==> config.mk <==
export PLATFORM = sky130hd
export DESIGN_NAME = rvc_instruction_compressor
export DESIGN_NICKNAME = d
export VERILOG_FILES = /design/src/rtl/rvcc_pkg.sv /design/src/rtl/rvcc_check.sv /design/src/rtl/rvcc_format.sv /design/src/rtl/rvc_instruction_compressor.sv
export SDC_FILE = /design/constraint.sdc
export NUM_CORES = 1
export LEC_CHECK = 0
export ABC_CLOCK_PERIOD_IN_PS = 4600
export BUFFER_PORTS_ARGS = -buffer_cell sky130_fd_sc_hd__clkbuf_2
export CAP_MARGIN = 15
export CELL_PAD_IN_SITES_DETAIL_PLACEMENT = 2
export CELL_PAD_IN_SITES_GLOBAL_PLACEMENT = 2
export CORE_UTILIZATION = 42
export DETAILED_ROUTE_END_ITERATION = 6
export GPL_ROUTABILITY_DRIVEN = 1
export PLACE_DENSITY_LB_ADDON = 0.2
export SLEW_MARGIN = 0
export SYNTH_ARGS = -nofsm -noshare
export SYNTH_HDL_FRONTEND = slang
export SYNTH_HIERARCHICAL = 1
export SYNTH_SLANG_ARGS = --single-unit
==> constraint.sdc <==
create_clock -name clock -period 4.6 [get_ports clock]
set_input_delay 0.46 -clock clock [delete_from_list [all_inputs] [get_ports clock]]
set_output_delay 0.46 -clock clock [all_outputs]
set_load 0.01 [all_outputs]
==> src/rtl/rvcc_pkg.sv <==
// ----------------------------------------------------------------------------
// rvcc_pkg: shared types and constants of the compressed instruction encoder
// Request and response payloads, the check flags that pass between stages,
// the class codes, the base opcodes of the 16-bit forms and the CSR map.
// ----------------------------------------------------------------------------
package rvcc_pkg;

   // CSR port
   localparam int CsrAddrWidth = 3;
   localparam int CsrDataWidth = 32;
   localparam logic CsrIdxXlenMode = 1'b0;   // paddr[2] selects the register slot

   localparam logic XlenRv32 = 1'b0;

   // Compression classes
   localparam logic [4:0] ClsAdd   = 5'd1;
   localparam logic [4:0] ClsMv    = 5'd2;
   localparam logic [4:0] ClsJalr  = 5'd3;
   localparam logic [4:0] ClsJr    = 5'd4;
   localparam logic [4:0] ClsAlu   = 5'd5;
   localparam logic [4:0] ClsLi    = 5'd6;
   localparam logic [4:0] ClsLui   = 5'd7;
   localparam logic [4:0] ClsSlli  = 5'd8;
   localparam logic [4:0] ClsSrxi  = 5'd9;
   localparam logic [4:0] ClsAddi  = 5'd10;
   localparam logic [4:0] ClsJal   = 5'd11;
   localparam logic [4:0] ClsJ     = 5'd12;
   localparam logic [4:0] ClsAndi  = 5'd13;
   localparam logic [4:0] ClsBeqz  = 5'd14;
   localparam logic [4:0] ClsBnez  = 5'd15;
   localparam logic [4:0] ClsLw    = 5'd16;
   localparam logic [4:0] ClsFlw   = 5'd17;
   localparam logic [4:0] ClsFld   = 5'd18;
   localparam logic [4:0] ClsSw    = 5'd19;
   localparam logic [4:0] ClsFsw   = 5'd20;
   localparam logic [4:0] ClsFsd   = 5'd21;
   localparam logic [4:0] ClsAluW  = 5'd22;
   localparam logic [4:0] ClsAddiw = 5'd23;
   localparam logic [4:0] ClsLd    = 5'd24;
   localparam logic [4:0] ClsSd    = 5'd25;

   // Sub-operation that selects srai and addw
   localparam logic [1:0] SubAlt = 2'd1;

   // Base opcodes of the compressed forms
   localparam logic [15:0] OpcAdd    = 16'h9002;
   localparam logic [15:0] OpcMv     = 16'h8002;
   localparam logic [15:0] OpcAlu    = 16'h8C01;
   localparam logic [15:0] OpcLi     = 16'h4001;
   localparam logic [15:0] OpcLui    = 16'h6001;
   localparam logic [15:0] OpcSlli   = 16'h0002;
   localparam logic [15:0] OpcSrli   = 16'h8001;
   localparam logic [15:0] OpcSraBit = 16'h0400;
   localparam logic [15:0] OpcAddi   = 16'h0001;
   localparam logic [15:0] OpcAndi   = 16'h8801;
   localparam logic [15:0] OpcAluW   = 16'h9C01;
   localparam logic [15:0] OpcAddwBit = 16'h0020;
   localparam logic [15:0] OpcJ      = 16'hA001;
   localparam logic [15:0] OpcJal    = 16'h2001;
   localparam logic [15:0] OpcAddiw  = 16'h2001;
   localparam logic [15:0] OpcBeqz   = 16'hC001;
   localparam logic [15:0] OpcBnez   = 16'hE001;
   localparam logic [15:0] OpcLw     = 16'h4000;
   localparam logic [15:0] OpcFlw    = 16'h6000;
   localparam logic [15:0] OpcFld    = 16'h2000;
   localparam logic [15:0] OpcSw     = 16'hC000;
   localparam logic [15:0] OpcFsw    = 16'hE000;
   localparam logic [15:0] OpcFsd    = 16'hA000;
   localparam logic [15:0] OpcLd     = 16'h6000;
   localparam logic [15:0] OpcSd     = 16'hE000;
   localparam logic [15:0] OpcSpBit  = 16'h0002;
   localparam logic [15:0] OpcNop    = 16'h0001;

   typedef struct packed {
      logic [4:0]  op_class;
      logic [1:0]  sub_op;
      logic [4:0]  dest_reg;
      logic [4:0]  src_reg;
      logic        src_is_register;
      logic [5:0]  other_reg;
      logic [4:0]  base_reg;
      logic [31:0] imm;
      logic [31:0] disp;
      logic        first_pass;
      logic        is_move_word;
   } req_type;

   typedef struct packed {
      logic [15:0] encoding;
      logic        compressible;
   } rsp_type;

   // Checks worked out in the first stage and used by the encoding stage
   typedef struct packed {
      logic       rd_nz;
      logic       rs_nz;
      logic       r_nz;
      logic       r_eq_rd;
      logic       rs_eq_rd;
      logic       r_is1;
      logic       r_is2;
      logic       creg_rd;
      logic       creg_rs;
      logic       creg_r;
      logic       creg_base;
      logic       base_is2;
      logic       v_zero;
      logic       v_s6;
      logic       v_lui_ok;
      logic       v_sh_ok;
      logic       v_sp16_ok;
      logic       v_spn_ok;
      logic       mem_a4;
      logic       mem_a8;
      logic       lt80;
      logic       lt100;
      logic       lt200;
      logic       j_ok;
      logic       b_ok;
      logic       br_reg_ok;
      logic [2:0] br_reg;
   } flags_type;

endpackage

==> src/rtl/rvcc_check.sv <==
// ----------------------------------------------------------------------------
// rvcc_check: operand checks of the compressed instruction encoder
// Register comparisons, register-class tests and the range and alignment
// tests of the immediate and displacement, for every form at once.
// ----------------------------------------------------------------------------
module rvcc_check (
   input  rvcc_pkg::req_type   req,
   output rvcc_pkg::flags_type flags
);

   logic [31:0] v;
   logic [31:0] d;
   logic [5:0]  r;
   logic        r_absent;
   logic [5:0]  br_reg6;

   assign v = req.imm;
   assign d = req.disp;
   assign r = req.other_reg;

   // A branch takes its register from other_reg unless that is absent or x0.
   assign r_absent = (r == 6'd0) || (r == 6'd32);
   assign br_reg6  = r_absent ? {1'b0, req.src_reg} : r;

   always_comb begin
      flags.rd_nz     = req.dest_reg != 5'd0;
      flags.rs_nz     = req.src_reg != 5'd0;
      flags.r_nz      = r != 6'd0;
      flags.r_eq_rd   = r == {1'b0, req.dest_reg};
      flags.rs_eq_rd  = req.src_reg == req.dest_reg;
      flags.r_is1     = r == 6'd1;
      flags.r_is2     = r == 6'd2;
      flags.creg_rd   = req.dest_reg[4:3] == 2'b01;
      flags.creg_rs   = req.src_reg[4:3] == 2'b01;
      flags.creg_r    = r[5:3] == 3'b001;
      flags.creg_base = req.base_reg[4:3] == 2'b01;
      flags.base_is2  = req.base_reg == 5'd2;
      flags.v_zero    = v == 32'd0;
      flags.v_s6      = (&v[31:5]) || !(|v[31:5]);
      flags.v_lui_ok  = (v[11:0] == 12'd0) && (v != 32'd0) &&
                        ((&v[31:17]) || !(|v[31:17]));
      flags.v_sh_ok   = (v[31:6] == 26'd0) && (v != 32'd0);
      flags.v_sp16_ok = (v != 32'd0) && (v[3:0] == 4'd0) &&
                        ((&v[31:9]) || !(|v[31:9]));
      flags.v_spn_ok  = (v != 32'd0) && (v[1:0] == 2'd0) && (v[31:10] == 22'd0);
      flags.mem_a4    = !v[31] && (v[1:0] == 2'd0);
      flags.mem_a8    = !v[31] && (v[2:0] == 3'd0);
      flags.lt80      = v[31:7] == 25'd0;
      flags.lt100     = v[31:8] == 24'd0;
      flags.lt200     = v[31:9] == 23'd0;
      flags.j_ok      = req.first_pass ||
                        (!d[0] && ((&d[31:11]) || !(|d[31:11])));
      flags.b_ok      = req.first_pass ||
                        (!d[0] && ((&d[31:8]) || !(|d[31:8])));
      flags.br_reg_ok = (r_absent || (req.src_reg == 5'd0)) &&
                        (br_reg6[5:3] == 3'b001);
      flags.br_reg    = br_reg6[2:0];
   end

endmodule

==> src/rtl/rvcc_format.sv <==
// ----------------------------------------------------------------------------
// rvcc_format: encoding stage of the compressed instruction encoder
// Picks the form of the class from the registered checks and packs the
// registers and scrambled immediate bits into the 16-bit word.
// ----------------------------------------------------------------------------
module rvcc_format (
   input  rvcc_pkg::req_type   req,
   input  rvcc_pkg::flags_type flags,
   input  logic                xlen_mode,
   output rvcc_pkg::rsp_type   rsp
);

   function automatic logic [15:0] f_cr(logic [15:0] op, logic [4:0] rs, logic [4:0] rd);
      f_cr = op | {9'd0, rs, 2'd0} | {4'd0, rd, 7'd0};
   endfunction

   function automatic logic [15:0] f_ci(logic [15:0] op, logic [4:0] rd, logic [5:0] i);
      f_ci = op | {4'd0, rd, 7'd0} | {3'd0, i[5], 12'd0} | {9'd0, i[4:0], 2'd0};
   endfunction

   function automatic logic [15:0] f_cl(logic [15:0] op, logic [2:0] hi, logic [2:0] lo,
                                        logic [5:0] i);
      f_cl = op | {6'd0, hi, 7'd0} | {11'd0, lo, 2'd0} | {9'd0, i[2:0], 4'd0} |
             {3'd0, i[5:3], 10'd0};
   endfunction

   logic [31:0] v;
   logic [31:0] d;
   logic        rv32;
   logic [10:0] j_i;
   logic [7:0]  b_i;
   logic [5:0]  sp16_i;
   logic [7:0]  spn_i;
   logic [5:0]  cl_i;
   logic [5:0]  sp_u;
   logic        len8;
   logic        store;
   logic        nz_rd;
   logic [15:0] mop;
   logic [4:0]  mreg;
   logic        creg_m;
   logic        m_align;
   logic        cl_lt;
   logic        sp_lt;
   logic [15:0] mem_enc;
   logic [15:0] jop;
   logic [15:0] bop;
   logic [15:0] j_enc;
   logic [15:0] b_enc;
   logic [15:0] enc;

   assign v    = req.imm;
   assign d    = req.disp;
   assign rv32 = xlen_mode == rvcc_pkg::XlenRv32;

   // Immediate bit scrambles of the jump, branch and stack-pointer forms.
   assign j_i    = {d[11], d[4], d[9], d[8], d[10], d[6], d[7], d[3], d[2], d[1], d[5]};
   assign b_i    = {d[8], d[4], d[3], d[7], d[6], d[2], d[1], d[5]};
   assign sp16_i = {v[9], v[4], v[6], v[8], v[7], v[5]};
   assign spn_i  = {v[5], v[4], v[9], v[8], v[7], v[6], v[2], v[3]};

   // Offset folding of the register-based and sp-based memory forms.
   assign cl_i = {v[5:3], v[2] | v[7], v[1] | v[6], v[0]};
   assign sp_u = v[5:0] | {3'd0, v[8:6]};

   always_comb begin
      len8  = 1'b0;
      store = 1'b0;
      nz_rd = 1'b0;
      mop   = rvcc_pkg::OpcLw;
      unique case (req.op_class)
         rvcc_pkg::ClsLw:  begin
            nz_rd = 1'b1;
         end
         rvcc_pkg::ClsFlw: begin
            mop = rvcc_pkg::OpcFlw;
         end
         rvcc_pkg::ClsFld: begin
            mop  = rvcc_pkg::OpcFld;
            len8 = 1'b1;
         end
         rvcc_pkg::ClsSw:  begin
            mop   = rvcc_pkg::OpcSw;
            store = 1'b1;
         end
         rvcc_pkg::ClsFsw: begin
            mop   = rvcc_pkg::OpcFsw;
            store = 1'b1;
         end
         rvcc_pkg::ClsFsd: begin
            mop   = rvcc_pkg::OpcFsd;
            store = 1'b1;
            len8  = 1'b1;
         end
         rvcc_pkg::ClsLd:  begin
            mop   = rvcc_pkg::OpcLd;
            len8  = 1'b1;
            nz_rd = 1'b1;
         end
         rvcc_pkg::ClsSd:  begin
            mop   = rvcc_pkg::OpcSd;
            store = 1'b1;
            len8  = 1'b1;
         end
         default: begin
            mop = rvcc_pkg::OpcLw;
         end
      endcase
   end

   assign mreg    = store ? req.src_reg : req.dest_reg;
   assign creg_m  = store ? flags.creg_rs : flags.creg_rd;
   assign m_align = len8 ? flags.mem_a8 : flags.mem_a4;
   assign cl_lt   = len8 ? flags.lt100 : flags.lt80;
   assign sp_lt   = len8 ? flags.lt200 : flags.lt100;

   always_comb begin
      mem_enc = 16'd0;
      if (!m_align) begin
         mem_enc = 16'd0;
      end else if (flags.creg_base && creg_m) begin
         if (cl_lt) begin
            mem_enc = f_cl(mop, req.base_reg[2:0], mreg[2:0], cl_i);
         end
      end else if (flags.base_is2 && sp_lt) begin
         if (store) begin
            mem_enc = (mop | rvcc_pkg::OpcSpBit) | {9'd0, mreg, 2'd0} |
                      {3'd0, sp_u, 7'd0};
         end else if (!(nz_rd && !flags.rd_nz)) begin
            mem_enc = f_ci(mop | rvcc_pkg::OpcSpBit, mreg, sp_u);
         end
      end
   end

   assign jop   = (req.op_class == rvcc_pkg::ClsJal) ? rvcc_pkg::OpcJal : rvcc_pkg::OpcJ;
   assign bop   = (req.op_class == rvcc_pkg::ClsBnez) ? rvcc_pkg::OpcBnez : rvcc_pkg::OpcBeqz;
   assign j_enc = flags.j_ok ? (jop | {3'd0, j_i, 2'd0}) : 16'd0;
   assign b_enc = (flags.br_reg_ok && flags.b_ok) ?
                  (bop | {6'd0, flags.br_reg, 7'd0} | {9'd0, b_i[4:0], 2'd0} |
                   {3'd0, b_i[7:5], 10'd0}) : 16'd0;

   always_comb begin
      enc = 16'd0;
      unique case (req.op_class)
         rvcc_pkg::ClsAdd: begin
            if (flags.rs_nz && flags.rd_nz && flags.r_eq_rd) begin
               enc = f_cr(rvcc_pkg::OpcAdd, req.src_reg, req.dest_reg);
            end
         end
         rvcc_pkg::ClsMv: begin
            if (flags.rd_nz) begin
               if (req.src_is_register && flags.rs_nz) begin
                  enc = f_cr(rvcc_pkg::OpcMv, req.src_reg, req.dest_reg);
               end else begin
                  enc = f_ci(rvcc_pkg::OpcLi, req.dest_reg, 6'd0);
               end
            end
         end
         rvcc_pkg::ClsJalr: begin
            if (flags.r_is1 && flags.rd_nz && flags.v_zero) begin
               enc = f_cr(rvcc_pkg::OpcAdd, 5'd0, req.dest_reg);
            end
         end
         rvcc_pkg::ClsJr: begin
            if (flags.rd_nz && flags.v_zero) begin
               enc = f_cr(rvcc_pkg::OpcMv, 5'd0, req.dest_reg);
            end
         end
         rvcc_pkg::ClsAlu: begin
            if (flags.r_eq_rd && flags.creg_rs && flags.creg_rd) begin
               enc = f_cr(rvcc_pkg::OpcAlu | {9'd0, req.sub_op, 5'd0},
                          {2'd0, req.src_reg[2:0]}, {2'd0, req.dest_reg[2:0]});
            end
         end
         rvcc_pkg::ClsLi: begin
            if (flags.rd_nz && flags.v_s6) begin
               enc = f_ci(rvcc_pkg::OpcLi, req.dest_reg, v[5:0]);
            end
         end
         rvcc_pkg::ClsLui: begin
            // x2 as target belongs to the stack adjust form, zero is reserved.
            if (flags.v_lui_ok && flags.rd_nz && (req.dest_reg != 5'd2)) begin
               enc = f_ci(rvcc_pkg::OpcLui, req.dest_reg, v[17:12]);
            end
         end
         rvcc_pkg::ClsSlli: begin
            if (!(v[5] && rv32) && flags.r_eq_rd && flags.r_nz && flags.v_sh_ok) begin
               enc = f_ci(rvcc_pkg::OpcSlli, req.dest_reg, v[5:0]);
            end
         end
         rvcc_pkg::ClsSrxi: begin
            if (!(v[5] && rv32) && flags.r_eq_rd && flags.creg_r && flags.v_sh_ok) begin
               enc = f_ci(rvcc_pkg::OpcSrli |
                          ((req.sub_op == rvcc_pkg::SubAlt) ? rvcc_pkg::OpcSraBit : 16'd0),
                          {2'd0, req.other_reg[2:0]}, v[5:0]);
            end
         end
         rvcc_pkg::ClsAddi: begin
            if (flags.r_eq_rd && flags.r_nz && !flags.v_zero && flags.v_s6) begin
               enc = f_ci(rvcc_pkg::OpcAddi, req.dest_reg, v[5:0]);
            end else if (flags.r_eq_rd && flags.r_is2 && flags.v_sp16_ok) begin
               enc = f_ci(rvcc_pkg::OpcLui, 5'd2, sp16_i);
            end else if (flags.r_is2 && flags.creg_rd && flags.v_spn_ok) begin
               enc = {3'd0, spn_i, req.dest_reg[2:0], 2'd0};
            end else if (flags.r_eq_rd && !flags.r_nz && flags.v_zero) begin
               enc = rvcc_pkg::OpcNop;
            end
         end
         rvcc_pkg::ClsJal: begin
            if (rv32 && flags.r_is1) begin
               enc = j_enc;
            end
         end
         rvcc_pkg::ClsJ: begin
            enc = j_enc;
         end
         rvcc_pkg::ClsAndi: begin
            if (flags.r_eq_rd && flags.creg_r && flags.v_s6) begin
               enc = f_ci(rvcc_pkg::OpcAndi, {2'd0, req.other_reg[2:0]}, v[5:0]);
            end
         end
         rvcc_pkg::ClsBeqz, rvcc_pkg::ClsBnez: begin
            enc = b_enc;
         end
         rvcc_pkg::ClsLw, rvcc_pkg::ClsFld, rvcc_pkg::ClsSw, rvcc_pkg::ClsFsd: begin
            enc = mem_enc;
         end
         rvcc_pkg::ClsFlw, rvcc_pkg::ClsFsw: begin
            if (rv32) begin
               enc = mem_enc;
            end
         end
         rvcc_pkg::ClsLd, rvcc_pkg::ClsSd: begin
            if (!rv32) begin
               enc = mem_enc;
            end
         end
         rvcc_pkg::ClsAluW: begin
            if (!rv32 && flags.r_eq_rd && flags.creg_rs && flags.creg_rd) begin
               enc = f_cr(rvcc_pkg::OpcAluW |
                          ((req.sub_op == rvcc_pkg::SubAlt) ? rvcc_pkg::OpcAddwBit : 16'd0),
                          {2'd0, req.src_reg[2:0]}, {2'd0, req.dest_reg[2:0]});
            end
         end
         rvcc_pkg::ClsAddiw: begin
            // A word move is sext.w, which is addiw with a zero immediate.
            if (!rv32) begin
               if (req.is_move_word) begin
                  if (flags.rs_eq_rd && flags.rs_nz) begin
                     enc = f_ci(rvcc_pkg::OpcAddiw, req.dest_reg, 6'd0);
                  end
               end else if (flags.r_eq_rd && flags.r_nz && flags.v_s6) begin
                  enc = f_ci(rvcc_pkg::OpcAddiw, req.dest_reg, v[5:0]);
               end
            end
         end
         default: begin
            enc = 16'd0;
         end
      endcase
   end

   assign rsp.encoding     = enc;
   assign rsp.compressible = enc != 16'd0;

endmodule

==> src/rtl/rvc_instruction_compressor.sv <==
// ----------------------------------------------------------------------------
// rvc_instruction_compressor: RISC-V compressed instruction encoder
// Turns one decoded instruction into its 16-bit compressed form, or 0 with
// compressible cleared, through a three-stage pipeline.
// ----------------------------------------------------------------------------
//
//   channel   direction   handshake                       payload
//   req_*     in          req_valid / req_ready           rvcc_pkg::req_type
//   rsp_*     out         rsp_valid / rsp_ready           rvcc_pkg::rsp_type
//   APB       in/out      psel, penable, pwrite, pready   xlen_mode at 0x0
//
// A request passes an input register, a check register and the output
// register, in that order. One request is taken per cycle unless a stalled
// response holds the output. All stages advance together and hold while a
// response waits on rsp_ready. Synchronous reset clears the stage valid bits
// and sets xlen_mode to RV32.
//
module rvc_instruction_compressor (
   input  logic                                clock,
   input  logic                                reset,
   input  logic                                req_valid,
   output logic                                req_ready,
   input  rvcc_pkg::req_type                   req_payload,
   output logic                                rsp_valid,
   input  logic                                rsp_ready,
   output rvcc_pkg::rsp_type                   rsp_payload,
   input  logic                                psel,
   input  logic                                penable,
   input  logic                                pwrite,
   input  logic [rvcc_pkg::CsrAddrWidth-1:0]   paddr,
   input  logic [rvcc_pkg::CsrDataWidth-1:0]   pwdata,
   output logic [rvcc_pkg::CsrDataWidth-1:0]   prdata,
   output logic                                pready
);

   logic                xlen_ff;
   logic                xlen_in;
   logic                advance;
   logic                s1_valid_ff;
   rvcc_pkg::req_type   s1_req_ff;
   logic                s2_valid_ff;
   rvcc_pkg::req_type   s2_req_ff;
   rvcc_pkg::flags_type s2_flags_ff;
   logic                rsp_valid_ff;
   rvcc_pkg::rsp_type   rsp_ff;
   rvcc_pkg::flags_type check_flags;
   rvcc_pkg::rsp_type   format_rsp;

   // Configuration register
   assign pready = 1'b1;

   always_comb begin
      xlen_in = xlen_ff;
      if (psel && penable && pwrite && (paddr[2] == rvcc_pkg::CsrIdxXlenMode)) begin
         xlen_in = pwdata[0];
      end
   end

   always_ff @(posedge clock) begin
      if (reset) begin
         xlen_ff <= rvcc_pkg::XlenRv32;
      end else begin
         xlen_ff <= xlen_in;
      end
   end

   assign prdata = (paddr[2] == rvcc_pkg::CsrIdxXlenMode) ?
                   {{(rvcc_pkg::CsrDataWidth-1){1'b0}}, xlen_ff} : '0;

   // The whole pipeline moves unless the output holds an untaken response.
   assign advance   = !rsp_valid_ff || rsp_ready;
   assign req_ready = advance;

   rvcc_check u_check (
      .req   (s1_req_ff),
      .flags (check_flags)
   );

   rvcc_format u_format (
      .req       (s2_req_ff),
      .flags     (s2_flags_ff),
      .xlen_mode (xlen_ff),
      .rsp       (format_rsp)
   );

   always_ff @(posedge clock) begin
      if (reset) begin
         s1_valid_ff  <= 1'b0;
         s2_valid_ff  <= 1'b0;
         rsp_valid_ff <= 1'b0;
      end else if (advance) begin
         s1_valid_ff  <= req_valid;
         s2_valid_ff  <= s1_valid_ff;
         rsp_valid_ff <= s2_valid_ff;
      end
   end

   always_ff @(posedge clock) begin
      if (advance) begin
         s1_req_ff   <= req_payload;
         s2_req_ff   <= s1_req_ff;
         s2_flags_ff <= check_flags;
         rsp_ff      <= format_rsp;
      end
   end

   assign rsp_valid   = rsp_valid_ff;
   assign rsp_payload = rsp_ff;

`ifndef SYNTH
   a_flag_matches_word: assert property (@(posedge clock) disable iff (reset)
      rsp_valid |-> (rsp_payload.compressible == (rsp_payload.encoding != 16'd0)))
      else $error("compressible flag disagrees with the encoded word");

   a_stall_blocks_input: assert property (@(posedge clock) disable iff (reset)
      (rsp_valid && !rsp_ready) |-> !req_ready)
      else $error("request taken while a response is stalled");

   a_accept_enters_s1: assert property (@(posedge clock) disable iff (reset)
      (req_valid && req_ready) |=> s1_valid_ff)
      else $error("accepted request missing from the first stage");

   a_stall_keeps_s2: assert property (@(posedge clock) disable iff (reset)
      (s2_valid_ff && !advance) |=> (s2_valid_ff && $stable(s2_req_ff)))
      else $error("second stage lost its request during a stall");
`endif

endmodule

==> impl_metrics.csv <==
group,metric,value,unit
critical_path,critPathMaxFanout,23,
timing,period_minus_slack,3.562,ns
place,place.gp.congestion,0.9196,
floorplanning,die_area,21130,um^2
critical_path,crit_arrival,3.74,ns
timing,tns,0,ns
grt,grt_overflow_total,0,
pwr,p_leak,3.925,nW
cells_and_area,drive_above_1_share,0.2385,
grt,grt_max_degree,66,
critical_path,critPathRequiredTime,4.77,ns
cells_and_area,multi_input_area,2490,um^2
clocking,cts_buffers,17,
grt,grt_pass1_wl,39190,um
timing,setup_violations,0,
cells_and_area,final_common_cell,"edfxtp_1",
status,outcome,"completed",
routing,vias,5943,
timing,worst_slack,1.038,ns
synthesis,avgSynthCellArea,14.01,um^2
timing,max_freq,280.8,MHz
cells_and_area,layout_common_cells,"edfxtp_1 (193), clkbuf_2 (123), nand2_1 (37), nor2_1 (36), conb_1 (32)",
critical_path,slowest_stage,"edfxtp_1",
timing,worst_slew_pin_slew,0.9729,ns
floorplanning,die_w,145.4,um
timing,relSlewSlack,0.3475,
clocking,max-clock-path-buffers,2,
job,maxCapViolCount,0,
routing,drc_errors,0,
pwr,power,3.912,mW
clocking,hold_buffers,0,
routing,antenna_left,0,
cells_and_area,fill_cells,1978,
clocking,cts.sinks,197,
critical_path,cp-end-kind,"register",
floorplanning,num_rows,52,
clocking,cts-htree-levels,4,
routing,routed_via_density,5.776,
timing,hold_viol_final,0,
grt,antenna_found_initial,0,
pwr,ir_drop,0.2221,mV
place,portBuffers,123,
critical_path,cp_top_family,"simple AND/OR/NAND/NOR gates",
routing,post_drt_wl_per_cell,24.77,um
clocking,clk_pin_slew,0.08,ns
cells_and_area,seqCellArea,5876,um^2
clocking,postCtsSetupBuffers,0,
cells_and_area,nets,883,
cells_and_area,synthToLayoutAreaGrowth,16.43,%
critical_path,worst-path-buf-inv,0,
critical_path,critPathKind,"reg2reg",
synthesis,synth_warnings,6,
floorplanning,die_height,145.4,um
timing,rsz0062_at_grt,"false",
critical_path,cpMostUsedCell,"or4b_4",
timing,maxSlewViolCount,0,
timing,post-route-period-util,0.7743,
clocking,cts-root-buf,"clkbuf_16",
grt,grt_pass1_vias,6401,
critical_path,slowest_delay,0.84,ns
place,place_worst_setup_slack,1.040,ns
floorplanning,core-area,20170,um^2
place,dp_hpwl,19360,um
pwr,power_density,389.3,nW/um^2
timing,clock_skew,0.02333,ns
routing,firstDrtPassIters,5,
cells_and_area,diodes,0,
critical_path,timing.critical_path.cells,"or4b_4, a31o_1, mux2i_1, nand4bb_2, nor3b_2, or4b_4, nor4_2, nand4_1",
floorplanning,start_util,0.4279,
routing,drt_iter0_markers,330,
routing,drt_wl_total,25490,um
synthesis,synthCells,616,
clocking,cts_tree,"built",
clocking,clk_latency,0.45,ns
critical_path,start_kind,"register",
synthesis,netlist_area,8631,um^2
worst_hold_path,worstHoldPathType,"in2reg",
clocking,cts_resized,0,
grt,grt_usage,0.2497,
floorplanning,io_pins,189,
-- per-layer routing --
metal  GRT usage  share of wire  up-vias  wire length [um]
li1            -              -     2659                 -
met1      0.3160           0.41     3026             10510
met3     0.03793          0.051       25              1300
met2      0.4385           0.52      233             13200
met5           0              0        -                 0
met4     0.08421          0.019        0               479
-- path summary, 6_finish.rpt --
| path | endpoint | cells past startpoint | slack (ns) | from |
|---|---|---|---|---|
| setup / recovery | rsp_payload[0] | 8 | 1.04 | s2_req_ff[91] |
| hold / removal | s1_req_ff[59] | 1 | 0.18 | req_payload[59] |
| setup reg to reg | rsp_payload[0] | 8 | 1.04 | s2_req_ff[91] |
| hold reg to reg | s2_req_ff[91] | 0 | 0.43 | s1_req_ff[91] |
-- power breakdown --
group	leakage, nW	total [mW]	switching [mW]	internal, mW
sequential	2.11	2.20	0.115	2.09
combinational	1.52	0.200	0.112	0.0882
clock	0.289	1.51	0.769	0.742
total	3.93	3.91	0.995	2.92
-- registers in the layout (all words and copies together), names as in the netlist --
| register | flops |
|---|---|
| xlen_ff | 1 |
| s2_valid_ff | 1 |
| s1_req_ff | 95 |
| rsp_valid | 1 |
| s2_req_ff | 52 |
| s1_valid_ff | 1 |
| rsp_payload | 17 |
| s2_flags_ff | 29 |
-- final cells by class --
cell class	instances	share of cell area
clock buffer	18	0.04271
clock inverter	14	0.01806
inverter	15	0.005603
multi-input combinational	386	0.2478
sequential	197	0.5847
tap	270	0.03362
timing repair buffer	129	0.06749
-- through the flow --
stage          cells  instance area [um^2]    util  hold slack [ns]
2_1_floorplan    646                  8743       -           0.4003
3_3_place_gp     996                  9425  0.4673           0.4039
3_5_place_dp     996                  9425  0.4673           0.4075
4_1_cts         1028                 10040  0.4976           0.1732
5_1_grt         1029                 10050  0.4982           0.1726
6_report        1029                 10050  0.4982           0.1809
No activity file was read; power rests on OpenSTA's default activity.
